**src/hdl/pcpu_pkg.sv**
```systemverilog
// ----------------------------------------------------------------------------
// pcpu_pkg
// Types, codes and helper functions shared by the paged 8-bit processor core.
// ----------------------------------------------------------------------------
package pcpu_pkg;

    localparam int STORE_DEPTH = 65536;
    localparam int ADDR_W      = $clog2(STORE_DEPTH);

    // item modes
    localparam logic [1:0] MODE_WRITE = 2'd0;
    localparam logic [1:0] MODE_EXEC  = 2'd1;
    localparam logic [1:0] MODE_READ  = 2'd2;

    // major opcodes
    localparam logic [3:0] OP_SYS   = 4'h0;
    localparam logic [3:0] OP_SUB   = 4'h1;
    localparam logic [3:0] OP_LOAD  = 4'h2;
    localparam logic [3:0] OP_STORE = 4'h3;
    localparam logic [3:0] OP_SKIP  = 4'h4;
    localparam logic [3:0] OP_JALR  = 4'h5;
    localparam logic [3:0] OP_NAND  = 4'h6;
    localparam logic [3:0] OP_ADD   = 4'h7;
    localparam logic [3:0] OP_MISC  = 4'h8;
    localparam logic [1:0] SLI_PREFIX = 2'b11;

    // sub-opcodes
    localparam logic [1:0] SYS_NOP    = 2'd0;
    localparam logic [1:0] SYS_HALT   = 2'd1;
    localparam logic [1:0] SYS_JMPFAR = 2'd2;
    localparam logic [1:0] SYS_PAGE   = 2'd3;
    localparam logic [1:0] SKIP_Z     = 2'd0;
    localparam logic [1:0] SKIP_NZ    = 2'd1;
    localparam logic [1:0] SKIP_NEG   = 2'd2;
    localparam logic [1:0] SKIP_POS   = 2'd3;
    localparam logic [1:0] MISC_INC   = 2'd0;
    localparam logic [1:0] MISC_DEC   = 2'd1;
    localparam logic [1:0] MISC_OUT   = 2'd2;
    localparam logic [1:0] MISC_IN    = 2'd3;

    localparam logic [1:0] REG_C     = 2'd2;
    localparam logic [7:0] SIGN_MASK = 8'h80;

    typedef struct packed {
        logic [1:0]        mode;
        logic [ADDR_W-1:0] address;
        logic [7:0]        write_byte;
        logic [7:0]        in_char_high;
        logic [7:0]        in_char_low;
    } in_item_t;

    typedef struct packed {
        logic [7:0] read_byte;
        logic       char_valid;
        logic [7:0] char_out;
        logic       halted_flag;
        logic [7:0] pc_now;
        logic [7:0] code_page_now;
        logic [7:0] data_page_now;
        logic [7:0] reg_a_now;
        logic [7:0] reg_b_now;
        logic [7:0] reg_c_now;
        logic [7:0] reg_d_now;
    } out_item_t;

    typedef enum logic [1:0] {
        S_IDLE,
        S_EXEC,
        S_LOAD,
        S_RESULT
    } state_t;

    typedef struct packed {
        logic accept;
        logic exec;
        logic load_wb;
        logic push;
    } dp_cmd_t;

    typedef struct packed {
        logic [1:0] in_mode;
        logic       halted;
        logic       op_is_load;
        logic       out_free;
    } dp_status_t;

    // digit or letter value of a character (0-9, then A-Z or a-z from 10); other codes pass through unchanged
    function automatic logic [7:0] char_value(input logic [7:0] c);
        logic [7:0] v;
        begin
            v = c;
            if (c >= "0" && c <= "9")
            begin
                v = c - 8'h30;
            end
            else if (c >= "A" && c <= "Z")
            begin
                v = c - 8'h41 + 8'd10;
            end
            else if (c >= "a" && c <= "z")
            begin
                v = c - 8'h61 + 8'd10;
            end
            return v;
        end
    endfunction

endpackage

```
**src/hdl/pcpu_ctrl.sv**
```systemverilog
// ----------------------------------------------------------------------------
// pcpu_ctrl
// Sequencer: accept, execute, load write-back and result hand-off.
// ----------------------------------------------------------------------------
module pcpu_ctrl
(
    input  logic                 clk,
    input  logic                 rst_n,
    input  logic                 in_valid,
    output logic                 in_ready,
    input  pcpu_pkg::dp_status_t st,
    output pcpu_pkg::dp_cmd_t    cmd
);
    import pcpu_pkg::*;

    state_t state_reg;
    state_t state_next;

    always_ff @(posedge clk or negedge rst_n)
    begin
        if (!rst_n)
        begin
            state_reg <= S_IDLE;
        end
        else
        begin
            state_reg <= state_next;
        end
    end

    always_comb
    begin
        state_next = state_reg;
        cmd        = '0;
        in_ready   = 1'b0;
        case (state_reg)
            S_IDLE:
            begin
                in_ready = 1'b1;
                if (in_valid)
                begin
                    cmd.accept = 1'b1;
                    if (st.in_mode == MODE_EXEC && !st.halted)
                    begin
                        state_next = S_EXEC;
                    end
                    else
                    begin
                        state_next = S_RESULT;
                    end
                end
            end
            S_EXEC:
            begin
                cmd.exec   = 1'b1;
                state_next = st.op_is_load ? S_LOAD : S_RESULT;
            end
            S_LOAD:
            begin
                cmd.load_wb = 1'b1;
                state_next  = S_RESULT;
            end
            S_RESULT:
            begin
                if (st.out_free)
                begin
                    cmd.push   = 1'b1;
                    state_next = S_IDLE;
                end
            end
            default:
            begin
                state_next = S_IDLE;
            end
        endcase
    end
endmodule

```
**config.mk**
```make
export PLATFORM = sky130hd
export DESIGN_NAME = pcpu_ctrl
export DESIGN_NICKNAME = d
export VERILOG_FILES = /design/src/hdl/pcpu_pkg.sv /design/src/hdl/pcpu_ctrl.sv
export SDC_FILE = /design/constraint.sdc
export NUM_CORES = 1
export LEC_CHECK = 0
export BUFFER_PORTS_ARGS = -buffer_cell sky130_fd_sc_hd__buf_2
export CAP_MARGIN = 30
export CORE_AREA = 2 2 39 41
export CTS_CLUSTER_DIAMETER = 40
export DETAILED_ROUTE_END_ITERATION = 7
export DIE_AREA = 0 0 41 43
export PLACE_DENSITY = 0.36
export SLEW_MARGIN = 20
export SYNTH_ARGS = -nofsm -noshare
export SYNTH_HDL_FRONTEND = slang
export SYNTH_SLANG_ARGS = --single-unit
```
**constraint.sdc**
```tcl
create_clock -name clk -period 1.2 [get_ports clk]
set_input_delay 0.12 -clock clk [delete_from_list [all_inputs] [get_ports clk]]
set_output_delay 0.12 -clock clk [all_outputs]
set_load 0.005 [all_outputs]
```
After elaboration in Yosys (flattened, before gate mapping)
Cells that the tools add are included.
{ "totals": {"register_bits": 2, "latch_bits": 0, "ramBits": 0, "rom_bits": 0, "in_bits": 8, "output_inout_bits": 5, "elab_cells": 23, "n_memories": 0} }
{ "op_classes": {"addsub": 0, "n_mul": 0, "div_mod_pow": 0, "magnitude_cmp": 0, "n_eq_ne": 6, "shifts": 0, "n_mux": 12, "bitwise": 0, "n_reduce_logical": 4} }
{ "ops": {"columns": ["cell", "count"], "rows": [
  ["1-bit 2-to-1 mux", 8],
  ["2-bit one-hot mux with 4 select lines", 1],
  ["2-bit 2-to-1 mux", 3],
  ["2-bit by 1-bit equality test with 1-bit output, second input constant", 2],
  ["2-bit equality test, second input constant", 2],
  ["2-bit inequality test, second input constant", 2],
  ["2-bit logical NOT", 1],
  ["2-bit AND reduction", 1],
  ["1-bit logical AND", 1],
  ["1-bit logical NOT", 1]
]} }

Depth between registers and ports, before layout
Gate-level depths: netlist of run 1.
{ "logic_depth": {"depth_word": 5, "mapped_depth": 5, "ltp_nobuf": 5} }

Least setup slack after synthesis of run 1
No wires, ideal clock.
{ "synth_path": {"path_kind": "reg-to-reg", "start": "register state_reg[0]", "end": "register state_reg[1]", "setup_ns": 0.120, "arrival_ns": 1.086, "required_ns": 1.080, "slack_ns": -0.005, "stages_incl_launch_ff": 6, "path_buffers": 0, "synth_period_minus_slack_ns": 1.205, "cell_sequence": "dfrtp_1 > inv_1 > ha_1 > nor2_1 > a21oi_1 > a31o_1"} }
{ "synth_via": {"elab_chain_len": 3, "elab_cells_between_ends": 8, "cone_classes": "5 x eq/ne; 1 x mux; 2 x reduce/logical"} }
{ "synth_rtl": {"columns": ["item", "line_no", "text"], "rows": [
  ["start, declared", "pcpu_ctrl.sv:16", "state_t state_reg;"],
  ["start signal, assigned", "pcpu_ctrl.sv:27", "state_reg <= state_next;"],
  ["2-bit equality test or 2-bit logical NOT (tied branches)", "pcpu_ctrl.sv:36", "case (state_reg)"],
  ["2-bit inequality test (no line)", null, null],
  ["2-bit AND reduction (no line)", null, null]
]} }
Several ways; a longest one is shown, not always the timed one.
A chain may end at the register's enable or synchronous reset.

==> results of run 1 <==
-- layout by cell type, fill, tap and decap left out --
master / n
nor3b_2: 2
a21oi_1: 3
nand4b_1: 1
nor3_2: 1
buf_6: 1
and2_1: 1
buf_2: 11
ha_2: 1
ha_4: 2
clkbuf_4: 3
ha_1: 1
nand2b_1: 3
nor2_1: 1
buf_4: 5
inv_2: 2
dlygate4sd3_1: 1
a31o_1: 1
and2_4: 1
dfrtp_1: 2
-- through the flow --
| stage | total power, mW | cells | setup WS (ns) |
|---|---|---|---|
| after floorplan | 0.4377 | 22 | 0.01061 |
| after global placement | 0.6723 | 54 | 0.005219 |
| after detailed placement | 0.6684 | 54 | 0.001707 |
| after CTS | 0.9318 | 59 | -0.01629 |
| after global routing | 1.075 | 59 | -0.06164 |
| final | 0.9667 | 59 | -0.007676 |
-- routing by layer --
layer / up-vias / GRT usage (%) / wire length [µm]
li1: 118 / - / -
met1: 100 / 8.039 / 205
met2: 6 / 12.50 / 317
met3: 0 / 0 / 27
met4: 0 / 8.000 / 0
met5: - / 0 / 0
-- report_power, final --
| part | leakage (nW) | internal, mW | switching, mW | total [mW] |
|---|---|---|---|---|
| combinational | 0.154 | 0.379 | 0.298 | 0.677 |
| sequential | 0.0231 | 0.107 | 0.0329 | 0.140 |
| clock | 0.0138 | 0.110 | 0.0388 | 0.149 |
| total | 0.191 | 0.597 | 0.370 | 0.967 |
-- timing repair --
action / CTS / global route
endpoints found under the hold margin: 2 / 0
gates resized for setup: 6 / 3
hold buffers: 1 / 0
setup endpoints to repair: 4 / 6
buffers inserted: 1 / 0
pin swaps: 1 / 1
-- cell families (layout without fill, tap and decap cells) --
| kind of cell | count (synthesis) | after routing | synth area share, % |
|---|---|---|---|
| AND/OR/NAND/NOR | 10 | 10 | 35.97 |
| flip-flops | 2 | 2 | 24.39 |
| adder cells (fa/ha/maj) | 4 | 4 | 24.39 |
| AO/OA/AOI/OAI | 4 | 4 | 11.58 |
| buffers and inverters | 2 | 23 | 3.660 |
-- path summary, 6_finish.rpt --
| kind | from | to | depth (start not counted) |
|---|---|---|---|
| min in group clk | in_valid | state_reg[1] | 3 |
| min | rst_n | state_reg[1] | 2 |
| min reg2reg | state_reg[1] | state_reg[0] | 3 |
| max | state_reg[0] | cmd[3] | 4 |
| max reg2reg | state_reg[1] | state_reg[0] | 5 |
| max in group asynchronous | rst_n | state_reg[0] | 2 |
-- synth_stat cells --
cell type,number
a21oi_1,3
a31o_1,1
and2_1,2
dfrtp_1,2
ha_1,4
inv_1,2
nand2b_1,3
nand4b_1,1
nor2_1,1
nor3_1,1
nor3b_2,2
-- area by class of cell --
class | count | area [µm²]
Sequential cell | 2 | 50.05
Tap cell | 16 | 20.02
Inverter | 2 | 7.507
Multi-Input combinational cell | 18 | 182.7
Clock buffer | 3 | 22.52
Fill cell | 159 | 987.2
Timing Repair Buffer | 18 | 113.9
==> flow_metrics.py, run 1 <==
metrics = {
    "status": {
        "run_status": "finished, violations left",
        "violations": "setup timing",
    },
    "floorplan": {
        "fp.dieW_um": 41,
        "io_pins": 13,
        "dieArea_um2": 1763,
        "core_area_um2": 1384,
        "fp.dieH_um": 43,
        "start_util_pct": 14.83,
        "row_count": 14,
    },
    "clock_tree": {
        "clkTransAtPathRegs_ns": 0.03,
        "clk_latency_ns": 0.22,
        "cts_tree": "yes",
        "clockBufferDepth": 2,
        "h-tree-depth": 1,
        "clk_root_buffer_cell": "clkbuf_4",
        "cts_sinks": 2,
        "cts_buffers": 3,
    },
    "cells_and_area": {
        "largest_reg_flops": 2,
        "area_delta_synth_final_pct": 93.29,
        "final_core_util_pct": 28.66,
        "drive_gt1_share_pct": 67.44,
        "nNetsFinal": 57,
        "fin_area_um2": 396.6,
        "diodes": 0,
    },
    "detailed_routing": {
        "drt_iter0_markers": 3,
        "via_count": 224,
        "totalWireLength_um": 550,
        "drt_pass1_iterations": 4,
        "vias_per_cell": 3.797,
        "drc": 0,
        "post_drt_wl_per_cell_um": 9.322,
        "ant_nets": 0,
    },
    "timing": {
        "fin_worst_skew_ns": 0.002054,
        "slew_headroom_pct": 90.07,
        "fin_crit_sh_pct": 100.6,
        "setup_tns_ns": -0.007676,
        "hold_ws_ns": 0.2086,
        "hold_violations": 0,
        "slew_viol_final": 0,
        "tightest_slew_ns": 0.1481,
        "min_period_ns": 1.208,
        "max_freq_ghz": 0.8280,
        "final.setup.worst_slack_ns": -0.007676,
        "setup_violations": 1,
        "rsz0062_at_grt": "yes",
    },
    "setup_path": {
        "critPathMaxStageDelay_ns": 0.39,
        "path_class": "flip-flop to primary output",
        "endpoint_kind": "primary output",
        "arrival_ns": 1.09,
        "crit_fanout": 6,
        "cp-start-kind": "flip-flop",
        "critPathRequiredTime_ns": 1.08,
        "r2r_slack_ns": 0.03,
        "cpLargestDelayFamily": "flip-flops",
        "path_cells": "inv_2 -> ha_4 -> and2_4 -> buf_6",
        "crit_slowest_cell": "dfrtp_1",
        "worstPathBufferInverterCount": 2,
    },
    "power": {
        "leakagePower_nw": 0.1905,
        "power_density_nw_per_um2": 2437,
        "ir_drop_v": 0.0009336,
    },
    "yosys": {
        "yosysTopAreaCell": "dfrtp_1",
        "netlist_instances": 22,
        "synth.area.top_cells": "dfrtp_1 24%, ha_1 24%, nor3b_2 12%",
        "syn_area_per_cell_um2": 9.327,
        "synth.top_cell.area_share_pct": 24.39,
        "netlist_area_um2": 205.2,
        "yosysSeqAreaShare_pct": 24.39,
        "syn_nets": 34,
        "ys_seq_elements": 2,
        "ys_types": 11,
        "ys.warnings.count": 0,
    },
    "placement": {
        "finalWeightedCongestion": 0.7007,
        "place_area_um2": 317.8,
        "numPortBuffers": 12,
    },
    "global_routing": {
        "grt_pass1_vias": 223,
        "grtUsageTotal_pct": 7.731,
        "grt_pass1_wl_um": 876,
        "antenna_found_initial": 0,
        "overflow": 0,
        "grt_max_degree": 7,
    },
    "job": {
        "maxCapViolations": 0,
    },
    "hold_path": {
        "hold_class": "primary input to async pin",
    },
}
Power figures use the tool's default switching activity.
==> run 2, diff against run 1 <==
--- a/config.mk
+++ b/config.mk
@@ -11,7 +11,8 @@
 export CTS_CLUSTER_DIAMETER = 40
 export DETAILED_ROUTE_END_ITERATION = 7
 export DIE_AREA = 0 0 41 43
-export PLACE_DENSITY = 0.36
+export HOLD_SLACK_MARGIN = 0.1
+export PLACE_DENSITY = 0.35
 export SLEW_MARGIN = 20
 export SYNTH_ARGS = -nofsm -noshare
 export SYNTH_HDL_FRONTEND = slang
==> constraint.sdc (replaced) <==
create_clock -name clk -period 1.3 [get_ports clk]
set_input_delay 0.13 -clock clk [delete_from_list [all_inputs] [get_ports clk]]
set_output_delay 0.13 -clock clk [all_outputs]
set_load 0.005 [all_outputs]
==> run 2 against run 1 <==
Compared with the run above: via count is 2.2% lower; routed wire length fell by 12%; utilization is 3.2 points lower; the run now ends clean; count of clock-buffer cells in the layout is the same; non-clock buffer count decreased by 2; highest routed layer unchanged; power is 21% lower; worst setup slack gained 0.054 ns; register-to-register slack improved by 0.07 ns.
==> flow_metrics.py, run 2 (same netlist as run 1, synthesis figures left out) <==
metrics = {
    "clock_tree": {
        "h-tree-depth": 1,
        "clk_root_buffer_cell": "clkbuf_4",
        "clk_latency_ns": 0.22,
        "cts_buffers": 3,
        "clockBufferDepth": 2,
        "cts_sinks": 2,
        "cts_tree": "yes",
        "clkTransAtPathRegs_ns": 0.03,
    },
    "global_routing": {
        "overflow": 0,
        "grt_max_degree": 8,
        "grtUsageTotal_pct": 7.329,
        "grt_pass1_wl_um": 834,
        "grt_pass1_vias": 236,
        "antenna_found_initial": 0,
    },
    "floorplan": {
        "fp.dieW_um": 41,
        "start_util_pct": 14.83,
        "dieArea_um2": 1763,
        "row_count": 14,
        "core_area_um2": 1384,
        "fp.dieH_um": 43,
        "io_pins": 13,
    },
    "setup_path": {
        "cp-endpoint": "cmd[3]",
        "r2r_slack_ns": 0.10,
        "crit_fanout": 7,
        "worstPathBufferInverterCount": 2,
        "crit_slowest_cell": "dfrtp_1",
        "cpLargestDelayFamily": "flip-flops",
        "cp-start-kind": "flip-flop",
        "rr_worst_depth": 5,
        "path_depth": 4,
        "crit_start": "state_reg[1]",
        "endpoint_kind": "primary output",
        "critPathMaxStageDelay_ns": 0.40,
        "arrival_ns": 1.12,
        "path_class": "flip-flop to primary output",
        "r2r_end": "state_reg[0]",
        "path_cells": "inv_2 -> ha_4 -> and2_1 -> buf_2",
        "critPathRequiredTime_ns": 1.17,
        "rr_startpoint": "state_reg[0]",
    },
    "timing": {
        "min_period_ns": 1.253,
        "fin_worst_skew_ns": 0.002029,
        "slew_headroom_pct": 85.94,
        "setup_violations": 0,
        "slew_viol_final": 0,
        "tightest_slew_ns": 0.2093,
        "final.setup.worst_slack_ns": 0.04677,
        "fin_crit_sh_pct": 96.40,
        "max_freq_ghz": 0.7979,
        "hold_violations": 0,
    },
    "power": {
        "p_sw_uw": 291.8,
        "power_switching_share_pct": 38.07,
        "intPower_uw": 474.8,
        "power_density_nw_per_um2": 2173,
        "ir_drop_v": 0.0008524,
        "combPwrFrac_pct": 64.4,
        "seq_power_share_pct": 17.7,
        "p_clk_share_pct": 17.9,
        "leakagePower_nw": 0.1778,
    },
    "hold_path": {
        "hold_class": "primary input to async pin",
    },
    "detailed_routing": {
        "drt_pass1_iterations": 1,
        "ant_nets": 0,
        "post_drt_wl_per_cell_um": 8.474,
        "vias_per_cell": 3.842,
        "totalWireLength_um": 483,
        "drc": 0,
        "via_count": 219,
        "drt_iter0_markers": 0,
    },
    "status": {
        "run_status": "finished clean",
    },
    "cells_and_area": {
        "final_cells": 57,
        "drive_gt1_share_pct": 56.10,
        "fin_area_um2": 352.8,
        "largest_reg_flops": 2,
        "final_common_cell": "buf_2",
        "nNetsFinal": 55,
        "diodes": 0,
        "area_delta_synth_final_pct": 71.95,
    },
    "job": {
        "maxCapViolations": 0,
    },
    "placement": {
        "numPortBuffers": 12,
        "finalWeightedCongestion": 0.7049,
        "dp_hpwl_um": 371.9,
        "dp_slack_ns": 0.03978,
        "place_area_um2": 292.8,
        "post-place-cells": 51,
    },
}
-- run 2: changes by cell type in the layout (fill, tap and decap cells not counted), sizes merged --
cell | previous run | this run
buf | 17 | 15
-- run 2: worst min path at each step --
| stage | startpoint | endpoint | slack [ns] | depth (start not counted) |
|---|---|---|---|---|
| after floorplan | rst_n | state_reg[0] | -0.17 | 0 |
| after global placement | rst_n | state_reg[0] | -0.08 | 1 |
| after detailed placement | rst_n | state_reg[0] | -0.08 | 1 |
| after CTS | rst_n | state_reg[1] | 0.21 | 2 |
| after global routing | rst_n | state_reg[0] | 0.22 | 2 |
| final | rst_n | state_reg[1] | 0.22 | 2 |
-- run 2: power by group through the flow --
stage	registers (mW)	clock network, mW	logic [mW]
2_1_floorplan	0.133	0	0.266
3_3_place_gp	0.131	0	0.408
3_5_place_dp	0.131	0	0.414
4_1_cts	0.133	0.149	0.459
5_1_grt	0.141	0.155	0.559
6_report	0.136	0.137	0.493
-- run 2: final cells by class --
class	count	area, µm²
fill	167	1031
multi-input combinational	18	160.2
timing repair buffer	16	92.59
sequential	2	50.05
clock buffer	3	22.52
tap	16	20.02
inverter	2	7.507
-- run 2: what timing repair did --
item / CTS / global route
endpoints found under the setup margin: 1 / 2
hold endpoints to repair: 2 / 0
gates resized for setup: 3 / 1
hold buffers: 1 / 0
setup buffers: 0 / 2
-- run 2: worst register-to-register path, cell delays in order (launching register included) --
cell and delay (ns):
dfrtp_1 0.39, buf_4 0.16, ha_1 0.20, nand2b_1 0.08
nand4b_1 0.09, nor3b_2 0.16
-- run 2: through the flow --
| step | power [mW] | hold WS [ns] | setup TNS (ns) | utilization (%) |
|---|---|---|---|---|
| global route | 0.8552 | 0.2243 | -0.002255 | 25.50 |
| floorplan | 0.3992 | -0.1656 | 0 | - |
| detailed placement | 0.5451 | -0.08195 | 0 | 21.16 |
| global placement | 0.5387 | -0.08455 | 0 | 21.16 |
| finish | 0.7666 | 0.2197 | 0 | 25.50 |
| CTS | 0.7406 | 0.2062 | 0 | 24.41 |
-- run 2: layer usage --
metal  up-vias  wire [µm]  track usage [%]
met5         -          0                0
met4         0          0            6.000
met3         0         24            3.141
met2         4        286            12.50
met1       101        173            5.788
li1        114          -                -
